`src/design/amg_soc_pkg.sv`:
```
`default_nettype none
package amg_soc_pkg;

    // Row buffer geometry
    localparam int MAX_ROW_LEN = 64;
    localparam int ADDR_W      = $clog2(MAX_ROW_LEN);
    localparam int CNT_W       = $clog2(MAX_ROW_LEN + 1);

    localparam int THETA_W  = 17;
    localparam int VAL_W    = 32;
    localparam int PROD_W   = 48;
    localparam int OFFSET_W = 24;

    localparam logic [OFFSET_W-1:0] OFFSET_MAX = {OFFSET_W{1'b1}};

    typedef struct packed {
        logic [15:0]       row_index;
        logic [15:0]       col_index;
        logic signed [31:0] entry_value;
        logic              has_entry;
        logic              row_end;
    } in_item_t;

    typedef struct packed {
        logic [15:0]         out_row;
        logic [15:0]         strong_col;
        logic                strong_valid;
        logic [6:0]          strong_count;
        logic [OFFSET_W-1:0] row_start;
        logic                run_last;
        logic                overflow;
    } out_item_t;

    // One buffered off-diagonal entry: column and negated value
    typedef struct packed {
        logic [15:0]             col;
        logic signed [VAL_W-1:0] val;
    } buf_entry_t;

endpackage
`default_nettype wire

```
`src/design/amg_soc_ram.sv`:
```
`default_nettype none
module amg_soc_ram
    import amg_soc_pkg::*;
(
    input  wire logic              clk,
    input  wire logic              we,
    input  wire logic [ADDR_W-1:0] waddr,
    input  wire buf_entry_t        wdata,
    input  wire logic              re,
    input  wire logic [ADDR_W-1:0] raddr,
    output buf_entry_t             rdata
);

    buf_entry_t mem [MAX_ROW_LEN];
    buf_entry_t rdata_reg;

    // Write port
    always_ff @(posedge clk)
    begin
        if (we)
        begin
            mem[waddr] <= wdata;
        end
    end

    // Registered read port, holds data between reads
    always_ff @(posedge clk)
    begin
        if (re)
        begin
            rdata_reg <= mem[raddr];
        end
    end

    assign rdata = rdata_reg;

endmodule
`default_nettype wire

```
`src/design/amg_soc_strength.sv`:
```
`default_nettype none
module amg_soc_strength
    import amg_soc_pkg::*;
(
    input  wire logic                    clk,
    input  wire logic                    load,
    input  wire logic [THETA_W-1:0]      theta,
    input  wire logic signed [VAL_W-1:0] max_neg,
    input  wire logic signed [VAL_W-1:0] value,
    output logic                         meets_thr
);

    logic [PROD_W-1:0] thresh_reg;
    logic [PROD_W-1:0] thresh_next;
    logic [PROD_W-1:0] lhs;

    // theta * max, taken once per row; max is never negative
    assign thresh_next = PROD_W'({{(PROD_W-THETA_W){1'b0}}, theta}
                                 * {{(PROD_W-VAL_W+1){1'b0}}, max_neg[VAL_W-2:0]});

    always_ff @(posedge clk)
    begin
        if (load)
        begin
            thresh_reg <= thresh_next;
        end
    end

    // value * 65536 >= threshold; a negative value never passes
    assign lhs       = {1'b0, value[VAL_W-2:0], 16'h0000};
    assign meets_thr = !value[VAL_W-1] && (lhs >= thresh_reg);

endmodule
`default_nettype wire

```
`src/design/amg_strength_of_connection.sv`:
```
`default_nettype none
// Channel   Dir  Handshake                 Payload
// item      in   item_valid / item_stall   in_item_t  (one matrix entry or marker)
// result    out  result_valid/result_stall out_item_t (one strong connection or a no-strong result)
// theta     cfg  theta_we                  theta_data (17-bit Q1.16)
//
// Entries load one per cycle while item_stall is low. After the row end item_stall stays high
// through a threshold step, a counting pass over the buffered entries, an emit pass that reads
// and checks each buffered entry (or one no-strong result when nothing is strong) and a closing
// step. result_stall extends the emit pass and the no-strong result; the row's last result may
// still wait while the next row loads.
// Reset clears counters, maximum and offset and sets theta to 0.25; the buffer is not cleared.
module amg_strength_of_connection
    import amg_soc_pkg::*;
(
    input  wire logic               clk,
    input  wire logic               rst_n,
    input  wire logic               item_valid,
    output logic                    item_stall,
    input  wire in_item_t           item,
    output logic                    result_valid,
    input  wire logic               result_stall,
    output out_item_t               result,
    input  wire logic               theta_we,
    input  wire logic [THETA_W-1:0] theta_data
);

    localparam logic [2:0] ST_LOAD  = 3'd0;
    localparam logic [2:0] ST_THR   = 3'd1;
    localparam logic [2:0] ST_CNT   = 3'd2;
    localparam logic [2:0] ST_EMRD  = 3'd3;
    localparam logic [2:0] ST_EMCHK = 3'd4;
    localparam logic [2:0] ST_NONE  = 3'd5;
    localparam logic [2:0] ST_FIN   = 3'd6;

    logic [2:0]              state_reg, state_next;
    logic [THETA_W-1:0]      theta_reg;
    logic [CNT_W-1:0]        fill_reg, fill_next;
    logic signed [VAL_W-1:0] max_reg, max_next;
    logic                    ovf_reg, ovf_next;
    logic [OFFSET_W-1:0]     offset_reg, offset_next;
    logic [15:0]             row_reg, row_next;
    logic [CNT_W-1:0]        idx_reg, idx_next;
    logic [CNT_W-1:0]        count_reg, count_next;
    logic [CNT_W-1:0]        emit_reg, emit_next;
    logic                    pend_reg, pend_next;
    logic                    out_valid_reg, out_valid_next;
    out_item_t               out_reg, out_next;

    logic                    accept;
    logic                    off_diag;
    logic signed [VAL_W-1:0] neg_val;
    logic                    wr_en;
    buf_entry_t              wr_data;
    logic                    rd_en;
    buf_entry_t              rd_data;
    logic                    meets_thr;
    logic                    out_free;
    logic [OFFSET_W:0]       offset_sum;

    assign accept     = item_valid && !item_stall;
    assign item_stall = (state_reg != ST_LOAD);
    assign off_diag   = item.has_entry && (item.col_index != item.row_index);
    assign out_free   = !out_valid_reg || !result_stall;

    // Saturating negation of the Q16.16 value
    assign neg_val = (item.entry_value == {1'b1, {(VAL_W-1){1'b0}}})
                   ? {1'b0, {(VAL_W-1){1'b1}}} : -item.entry_value;

    assign wr_en   = accept && off_diag && (fill_reg < CNT_W'(MAX_ROW_LEN));
    assign wr_data = '{col: item.col_index, val: neg_val};
    assign rd_en   = ((state_reg == ST_CNT) && (idx_reg < fill_reg))
                  || ((state_reg == ST_EMRD) && (idx_reg < fill_reg));

    assign offset_sum = {1'b0, offset_reg} + {{(OFFSET_W+1-CNT_W){1'b0}}, count_reg};

    amg_soc_ram u_ram (
        .clk   (clk),
        .we    (wr_en),
        .waddr (fill_reg[ADDR_W-1:0]),
        .wdata (wr_data),
        .re    (rd_en),
        .raddr (idx_reg[ADDR_W-1:0]),
        .rdata (rd_data)
    );

    amg_soc_strength u_strength (
        .clk       (clk),
        .load      (state_reg == ST_THR),
        .theta     (theta_reg),
        .max_neg   (max_reg),
        .value     (rd_data.val),
        .meets_thr (meets_thr)
    );

    // Sequencer: load, threshold, count pass, emit pass or no-strong result, closing step
    always_comb
    begin
        state_next     = state_reg;
        fill_next      = fill_reg;
        max_next       = max_reg;
        ovf_next       = ovf_reg;
        offset_next    = offset_reg;
        row_next       = row_reg;
        idx_next       = idx_reg;
        count_next     = count_reg;
        emit_next      = emit_reg;
        pend_next      = 1'b0;
        out_valid_next = out_valid_reg && result_stall;
        out_next       = out_reg;

        unique case (state_reg)
            ST_LOAD:
            begin
                if (accept)
                begin
                    if (off_diag)
                    begin
                        if (wr_en)
                        begin
                            fill_next = fill_reg + 1'b1;
                            if (neg_val > max_reg)
                            begin
                                max_next = neg_val;
                            end
                        end
                        else
                        begin
                            ovf_next = 1'b1;
                        end
                    end
                    if (item.row_end)
                    begin
                        row_next   = item.row_index;
                        state_next = ST_THR;
                    end
                end
            end
            ST_THR:
            begin
                idx_next   = '0;
                count_next = '0;
                state_next = ST_CNT;
            end
            ST_CNT:
            begin
                if (rd_en)
                begin
                    idx_next  = idx_reg + 1'b1;
                    pend_next = 1'b1;
                end
                if (pend_reg && meets_thr)
                begin
                    count_next = count_reg + 1'b1;
                end
                if (!rd_en && !pend_reg)
                begin
                    idx_next   = '0;
                    emit_next  = '0;
                    state_next = (count_reg == '0) ? ST_NONE : ST_EMRD;
                end
            end
            ST_EMRD:
            begin
                if (rd_en)
                begin
                    state_next = ST_EMCHK;
                end
                else
                begin
                    state_next = ST_FIN;
                end
            end
            ST_EMCHK:
            begin
                if (!meets_thr)
                begin
                    idx_next   = idx_reg + 1'b1;
                    state_next = ST_EMRD;
                end
                else if (out_free)
                begin
                    out_valid_next = 1'b1;
                    out_next = '{out_row: row_reg, strong_col: rd_data.col,
                                 strong_valid: 1'b1, strong_count: count_reg,
                                 row_start: offset_reg,
                                 run_last: (emit_reg + 1'b1 == count_reg),
                                 overflow: ovf_reg};
                    emit_next  = emit_reg + 1'b1;
                    idx_next   = idx_reg + 1'b1;
                    state_next = ST_EMRD;
                end
            end
            ST_NONE:
            begin
                if (out_free)
                begin
                    out_valid_next = 1'b1;
                    out_next = '{out_row: row_reg, strong_col: 16'h0000,
                                 strong_valid: 1'b0, strong_count: '0,
                                 row_start: offset_reg, run_last: 1'b1,
                                 overflow: ovf_reg};
                    state_next = ST_FIN;
                end
            end
            ST_FIN:
            begin
                offset_next = offset_sum[OFFSET_W] ? OFFSET_MAX : offset_sum[OFFSET_W-1:0];
                fill_next   = '0;
                max_next    = '0;
                ovf_next    = 1'b0;
                state_next  = ST_LOAD;
            end
            default:
            begin
                state_next = ST_LOAD;
            end
        endcase
    end

    // Control state
    always_ff @(posedge clk or negedge rst_n)
    begin
        if (!rst_n)
        begin
            state_reg     <= ST_LOAD;
            theta_reg     <= THETA_W'(16384);
            fill_reg      <= '0;
            max_reg       <= '0;
            ovf_reg       <= 1'b0;
            offset_reg    <= '0;
            idx_reg       <= '0;
            count_reg     <= '0;
            emit_reg      <= '0;
            pend_reg      <= 1'b0;
            out_valid_reg <= 1'b0;
        end
        else
        begin
            state_reg     <= state_next;
            if (theta_we)
            begin
                theta_reg <= theta_data;
            end
            fill_reg      <= fill_next;
            max_reg       <= max_next;
            ovf_reg       <= ovf_next;
            offset_reg    <= offset_next;
            idx_reg       <= idx_next;
            count_reg     <= count_next;
            emit_reg      <= emit_next;
            pend_reg      <= pend_next;
            out_valid_reg <= out_valid_next;
        end
    end

    // Payload registers
    always_ff @(posedge clk)
    begin
        row_reg <= row_next;
        out_reg <= out_next;
    end

    assign result_valid = out_valid_reg;
    assign result       = out_reg;

endmodule
`default_nettype wire

```
`config.mk`:
```
export PLATFORM = sky130hd
export DESIGN_NAME = amg_strength_of_connection
export DESIGN_NICKNAME = d
export VERILOG_FILES = /design/src/design/amg_soc_pkg.sv /design/src/design/amg_soc_ram.sv /design/src/design/amg_soc_strength.sv /design/src/design/amg_strength_of_connection.sv
export SDC_FILE = /design/constraint.sdc
export NUM_CORES = 2
export LEC_CHECK = 0
export BUFFER_PORTS_ARGS = -buffer_cell sky130_fd_sc_hd__buf_2
export CELL_PAD_IN_SITES_DETAIL_PLACEMENT = 1
export CELL_PAD_IN_SITES_GLOBAL_PLACEMENT = 1
export CORE_ASPECT_RATIO = 0.9
export CORE_UTILIZATION = 46
export CTS_BUF_LIST = sky130_fd_sc_hd__clkbuf_4 sky130_fd_sc_hd__clkbuf_8 sky130_fd_sc_hd__clkbuf_16
export DETAILED_ROUTE_END_ITERATION = 8
export GPL_TIMING_DRIVEN = 0
export PLACE_DENSITY_LB_ADDON = 0.08
export SLEW_MARGIN = 10
export SYNTH_ARGS = -nofsm -noshare
export SYNTH_HDL_FRONTEND = slang
export SYNTH_SLANG_ARGS = --single-unit
```
`constraint.sdc`:
```
create_clock -name clk -period 12.2 [get_ports clk]
set_input_delay 1.22 -clock clk [delete_from_list [all_inputs] [get_ports clk]]
set_output_delay 1.22 -clock clk [all_outputs]
set_load 0.005 [all_outputs]
```
==> run metrics <==
Vias 77,100; DP HPWL 319 mm; worst r2r path cells 23; post-route design area 169,000 sq um; global route overflow 0; total CTS buffers 352; Tcrit/Tclk final 76.1%; initial antenna violation count 41; clock sinks 3,357; Starting Density 46.2%; Post-synth EDFFs 3,250; area leader, netlist edfxtp_1; count leader, synth edfxtp_1; asr flop ratio synth 3.19%; Post-Route Skew 47.6 ps; Mapped Area 146,000 sq um; CTS tree yes; DR vias/cell 6.06; Clk Latency, worst-skew pair 940 ps; RSZ-0062 raised after global routing no; Root Buffer clkbuf_16; post-synthesis average cell area 19.7 sq um; Reg-to-Reg End u_strength.thresh_reg[43]; setup TNS 0 ps; syn_nets 8,149; Synth Instances 7,422; synth top area cells edfxtp_1 (67%), mux4_2 (16%), fa_1 (6.0%), dfrtp_1 (1.8%), ha_1 (1.7%); Post-Route WL 443 mm; IO Pins 156; reg2reg setup slack 2910 ps; PortBufs 154; core area 317,000 sq um; status finished, violations left; largest net degree at the start of global routing 67; fin crit period 9290 ps; Startpoint Class flop; leakage power 0.0561 uW; Setup Buffers After CTS 0; Post-DRT Antenna Nets 0; die height 537 um; register area share after synthesis 68.5%; Area after DPL 158,000 sq um; clock tree buffer depth 4; synth cell count leaders edfxtp_1 (3,250), mux4_2 (1,008), inv_1 (593), fa_1 (435), nand2_1 (425); critical path required time 12,850 ps; Slew headroom 1.42%; final hold vios 0; # setup viols final 0; cts repair resizes 0; crit path to u_strength.thresh_reg[43]; failing checks DRC, capacitance limit; drt initial violations 8,867; synth warn 0; RePlAce Congestion 0.841; CP Capture Type flop; critical path arrival 9940 ps; H-tree levels 5; Cell Rows 196; max frequency 108 MHz; worst setup margin 2910 ps; Pwr Total 42,700 uW; CP max FO 10; first-pass GRT wire length 618 mm; maxcap violations 1; Synth Register Bits 3,357; vias in the first global route 79,200; pre-CTS setup slack 3160 ps; post-DR wirelength/cell 34.9 um; Hold Path Class in2async; Fin Hold WS 262 ps; nets 8,882; clk slew on worst S/H paths 60 ps; Crit Reg-Reg Startpoint max_reg[11]; Hold-fix buffers, CTS 0; Worst VDD drop 0.000487 V; total die area 320,000 sq um; GRT Overall Usage 27.8%; max reg flops 3,072; TritonRoute pass-1 iters 7; Largest Register u_ram.mem; CP startpoint max_reg[11]; post-synthesis cell type count 86; Worst Setup Path Type reg2reg; measured slew at the worst slew-check pin 1470 ps; area growth from synthesis to layout 15.6%; Die X 596 um; Synth Flop Type edfxtp_1; # DRC 3; Slew Viols, Final 0; share of layout cells above drive strength 1 26.0%; Power Dens Cells 253 nW/um^2; top-area cell type share of the netlist area 66.7%
## metrics by stage
stage | cells | util (%)
after floorplan | 7422 | -
after global placement | 11800 | 48.1
after detailed placement | 12100 | 49.8
after CTS | 12700 | 53.4
after global routing | 12700 | 53.4
final | 12700 | 53.4
## worst min path at each step
stage,endpoint,cells after the start
final,theta_reg[8],1
after global routing,theta_reg[1],1
after CTS,theta_reg[8],1
after detailed placement,result[61],0
after global placement,result[50],0
after floorplan,result[50],0
## worst max-delay path, stage by stage, from the launching register on
cell	delay (ps)
dfrtp_1	320
clkbuf_1	590
clkbuf_1	680
nand2_1	180
fa_1	560
fa_1	550
fa_1	530
inv_1	60
fa_1	520
fa_1	520
inv_1	50
fa_1	520
inv_1	50
ha_1	270
clkbuf_1	290
a41oi_1	160
o221ai_1	220
a31oi_1	170
o31ai_1	1250
a21oi_1	490
o21bai_1	430
a31oi_1	220
o21ai_0	260
xnor2_1	90
## layout by cell type (no fill, tap or decap), drive strengths merged, types with 28 or more instances in the layout
master,netlist,layout
a21oi,70,70
buf,114,487
nor3,31,31
a21o,54,54
nor2,126,126
inv,593,609
bufinv,0,28
dfrtp,106,106
edfxtp,3250,3250
mux4,1008,1008
clkinv,0,146
nand2,446,446
ha,204,204
xor2,49,49
and2,237,237
nand3,42,42
nand4,30,30
o21ai,66,66
clkbuf,249,688
xnor2,52,52
fa,435,435
## kinds of logic after synthesis
logic type               count (synthesis)  share of synthesized area, %
flip-flops                            3357                          68.5
multiplexers                          1037                          15.7
AND/OR/NAND/NOR                       1013                          3.42
buffers and inverters                  956                          2.54
adder cells (fa/ha/maj)                639                          7.70
AO/OA/AOI/OAI                          319                          1.47
XOR/XNOR                               101                         0.605
## layout make-up
class	count	area, sq um
Antenna cell	24	60.1
Buffer	363	1530
Clock buffer	433	9490
Clock inverter	199	1840
Fill cell	27800	147000
Inverter	593	2230
Multi-Input combinational cell	3109	43000
Sequential cell	3357	100000
Tap cell	4257	5330
Timing Repair Buffer	379	5400
## report_power, final
group          switching (uW)  internal [uW]  total, uW
clock                    4530           6140      10700
combinational           11300           7030      18300
sequential                273          13500      13800
total                   16100          26700      42700
## layer usage
layer | routed length [um] | global-route usage, %
met4 | 11200 | 6.66
met1 | 192000 | 41.9
met3 | 38000 | 4.88
met5 | 26 | 0
met2 | 203000 | 42.5
Note: power is estimated with default switching activity, not from simulation.
